### src/hdl/rsas_pkg.sv
// ----------------------------------------------------------------------------
// rsas_pkg
// Shared types and constants for the rotated sorted array search block.
// ----------------------------------------------------------------------------
package rsas_pkg;

  localparam int unsigned MAX_ELEMENTS_DEF = 1024;
  localparam int unsigned DATA_W           = 32;
  localparam int unsigned POS_W            = 10;

  // command codes
  localparam logic [1:0] CMD_CLEAR  = 2'd0;
  localparam logic [1:0] CMD_APPEND = 2'd1;
  localparam logic [1:0] CMD_SEARCH = 2'd2;

  typedef struct packed {
    logic [1:0]               command;
    logic signed [DATA_W-1:0] value;
  } rsas_req_t;

  typedef struct packed {
    logic             found;
    logic [POS_W-1:0] position;
  } rsas_rsp_t;

  // shared compare unit result
  typedef struct packed {
    logic lt;  // a < b, signed
    logic eq;  // a == b
  } rsas_cmp_t;

endpackage

### src/hdl/rsas_cmp.sv
// ----------------------------------------------------------------------------
// rsas_cmp
// Shared signed magnitude / equality compare unit.
// ----------------------------------------------------------------------------
module rsas_cmp
  import rsas_pkg::*;
(
  input  logic signed [DATA_W-1:0] a_i,
  input  logic signed [DATA_W-1:0] b_i,
  output rsas_cmp_t                res_o
);

  assign res_o.lt = (a_i < b_i);
  assign res_o.eq = (a_i == b_i);

endmodule

### config.mk
export PLATFORM = sky130hd
export DESIGN_NAME = rsas_cmp
export DESIGN_NICKNAME = d
export VERILOG_FILES = /design/src/hdl/rsas_pkg.sv /design/src/hdl/rsas_cmp.sv
export SDC_FILE = /design/constraint.sdc
export NUM_CORES = 1
export LEC_CHECK = 0
export ABC_AREA = 1
export ABC_CLOCK_PERIOD_IN_PS = 1900
export BUFFER_PORTS_ARGS = -buffer_cell sky130_fd_sc_hd__buf_2
export CAP_MARGIN = 40
export CORE_MARGIN = 2
export CORE_UTILIZATION = 43
export DETAILED_ROUTE_END_ITERATION = 10
export GPL_ROUTABILITY_DRIVEN = 1
export PLACE_DENSITY_LB_ADDON = 0.05
export REMOVE_ABC_BUFFERS = 1
export SYNTH_ARGS = -nofsm -noshare
export SYNTH_HDL_FRONTEND = slang
export SYNTH_SLANG_ARGS = --single-unit
### constraint.sdc
create_clock -name vclk -period 1.9
set_input_delay 0.38 -clock vclk [all_inputs]
set_output_delay 0.38 -clock vclk [all_outputs]
set_load 0.01 [all_outputs]
==> impl_metrics.toml <==
[logic_synthesis]
syn_area_um2 = 886
synth-adder-area-share_pct = 45.2
ys_seq_area_share_pct = 0
synthMuxAreaShare_pct = 0
synth_xor_area_share_pct = 0
synth_top_area_share_pct = 45.2
synth_common_cells = "inv_1 (40), nand2_1 (34), ha_1 (32)"
synth_cell_type_count = 16
synth_compound_area_share_pct = 10.7
syn_avg_cell_area_um2 = 6.15
yosys.area_share.simple_pct = 27.1
synth_top_family_by_area = "adder cells"
yosys.area.top_type = "ha_1"
syn_inst = 144
yosysWarnings = 0
yosysMostFrequentCell = "inv_1"
ys_top_cells_by_area = "ha_1 (45%), inv_1 (17%), nand2_1 (14%), a21oi_1 (6.8%), nor2_1 (3.8%)"

[sta]
max_freq_mhz = 494
period_minus_slack_ns = 2.03
min_period_over_period_pct = 107
hold_viol_final = 0
fin_ws_ns = -0.126
timing.hold.ws_ns = 1.32
slew_viol_final = 0
setup_viol = 2
rsz0062_at_grt = "yes"
tightest_slew_ns = 0.178
setup_tns_ns = -0.165
slew_headroom_pct = 88.1

[final_layout]
nClkBuffers = 0
drive_above_1_share_pct = 60.9
antennaDiodeCount = 0
seq_cell_count = 0
fillCellCount = 126
area_delta_synth_final_pct = 90.0
regArea_um2 = 0
nNetsFinal = 313
final_cells = 242

[worst_setup_path]
cp-start-kind = "input port"
crit_path_end_kind = "output pin"
cp_data_arrival_time_ns = 1.65
crit_required_ns = 1.52
worstSetupPathType = "in2out"
crit_chain = "buf_2, ha_1, nand2_1, inv_1, nand2_1, nand2_1, nand2_1, nand3_2, a21oi_2, nand2_2, nand2_1, nand2_1, buf_2"
critPathMaxFanout = 2
path_common_cell = "nand2_1"
critPathSlowestCell = "ha_1"
slowest_delay_ns = 0.29

[global_routing]
grt_max_degree = 4
grt_pass1_wl_um = 4570
overflow = 0
antenna_found_initial = 0
grt_pass1_vias = 1167
grt_use_total_pct = 22.9

[pwr]
switchingPower_w = 0.000183
combPwrFrac_pct = 100.0
clock_power_share_pct = 0
pwr_density_cell_nw_per_um2 = 229
pwr-share-seq_pct = 0
peakVddDrop_v = 0.000159
p_int_w = 0.000201
p_sw_share_pct = 47.7
cellLeakagePower_nw = 0.931

[detailed_routing]
drtPass1Iterations = 4
ant_nets = 0
via_count = 1200
drt-vias-per-instance = 4.96
routedWlPerCell_um = 13.6
drc_errors = 0
postRouteWirelength_um = 3300
drt_iter0_drc = 32

[place]
portBuffers = 66
hpwl_um = 1920
place.gp.congestion = 0.634
dp.cells = 240

[floorplanning]
num_rows = 16
pin_count = 66
dieArea_um2 = 2440
start_util_pct = 45.2
fp.coreArea_um2 = 1960
fp.dieW_um = 49.4
die_y_um = 49.4

[outcome]
violations = "negative setup slack"
status = "finished with violations"

[run]
maxCapViolCount = 0

[clock_tree]
cts_hold_buf = 0

[hold_path]
holdCritPathClass = "in2out"
path summary, 6_finish.rpt:
check	start	endpoint	slack, ns	cells after the start
worst max-delay path	a_i[18]	res_o[1]	-0.13	13
worst min-delay path	b_i[0]	res_o[0]	1.32	5
critical path, delay by kind of cell:
family / cells / cell delay (ns)
buffers and inverters: 3 / 0.28
adders and majority gates: 1 / 0.29
and+or+nand+nor: 8 / 0.52
AOI/OAI and AO/OA: 1 / 0.18
cell usage in the layout, fill, tap and decap left out, types with 2 or more instances in the layout:
cell / instances
buf_4: 4
ha_1: 13
buf_6: 13
inv_4: 3
a21oi_2: 7
nor2_2: 5
inv_2: 13
o21ai_1: 2
inv_1: 24
buf_2: 54
nand2_1: 29
nand3_2: 2
nand4_1: 2
nand2_2: 6
ha_4: 19
nor2_1: 5
a21oi_1: 6
power by group through the flow:
| stage | clock, W | combinational [W] | sequential, W |
|---|---|---|---|
| after floorplan | 0 | 0.000140 | 0 |
| after global placement | 0 | 0.000233 | 0 |
| after detailed placement | 0 | 0.000247 | 0 |
| after CTS | 0 | 0.000317 | 0 |
| after global routing | 0 | 0.000418 | 0 |
| final | 0 | 0.000385 | 0 |
layout make-up:
cell class	count	area [µm²]	area share, %
Tap cell	27	33.8	2.01
Multi-Input combinational cell	104	1040	62.1
Timing Repair Buffer	71	447	26.5
Inverter	40	158	9.37
per-layer routing:
metal	global-route usage, %	part of all wire, %	vias to the layer above	wire (µm)
met2	48.4	56	63	1850
met4	4.17	2.3	0	76
li1	-	-	596	-
met3	3.37	5.9	8	195
met5	0	0	-	0
met1	22.9	36	533	1170
metrics by stage:
stage	util, %	setup WS (ns)	power [W]	cell area, µm²
detailed placement	64.9	-0.0779	0.000247	1270
floorplan	-	0.191	0.000140	886
global route	85.8	-0.178	0.000418	1680
CTS	79.9	-0.0342	0.000317	1570
global placement	64.9	-0.0607	0.000233	1270
finish	85.8	-0.126	0.000385	1680
what timing repair did:
action	in CTS	in global routing
setup endpoints to repair	1	2
buffers inserted	1	1
resized for setup	42	31
pin swaps	24	17
cells by family after synthesis:
| logic type | after synthesis |
|---|---|
| adder cells (fa/ha/maj) | 32 |
| buffers and inverters | 40 |
| AO/OA/AOI/OAI | 17 |
| AND/OR/NAND/NOR | 55 |
Power figures use the tool's default switching activity.
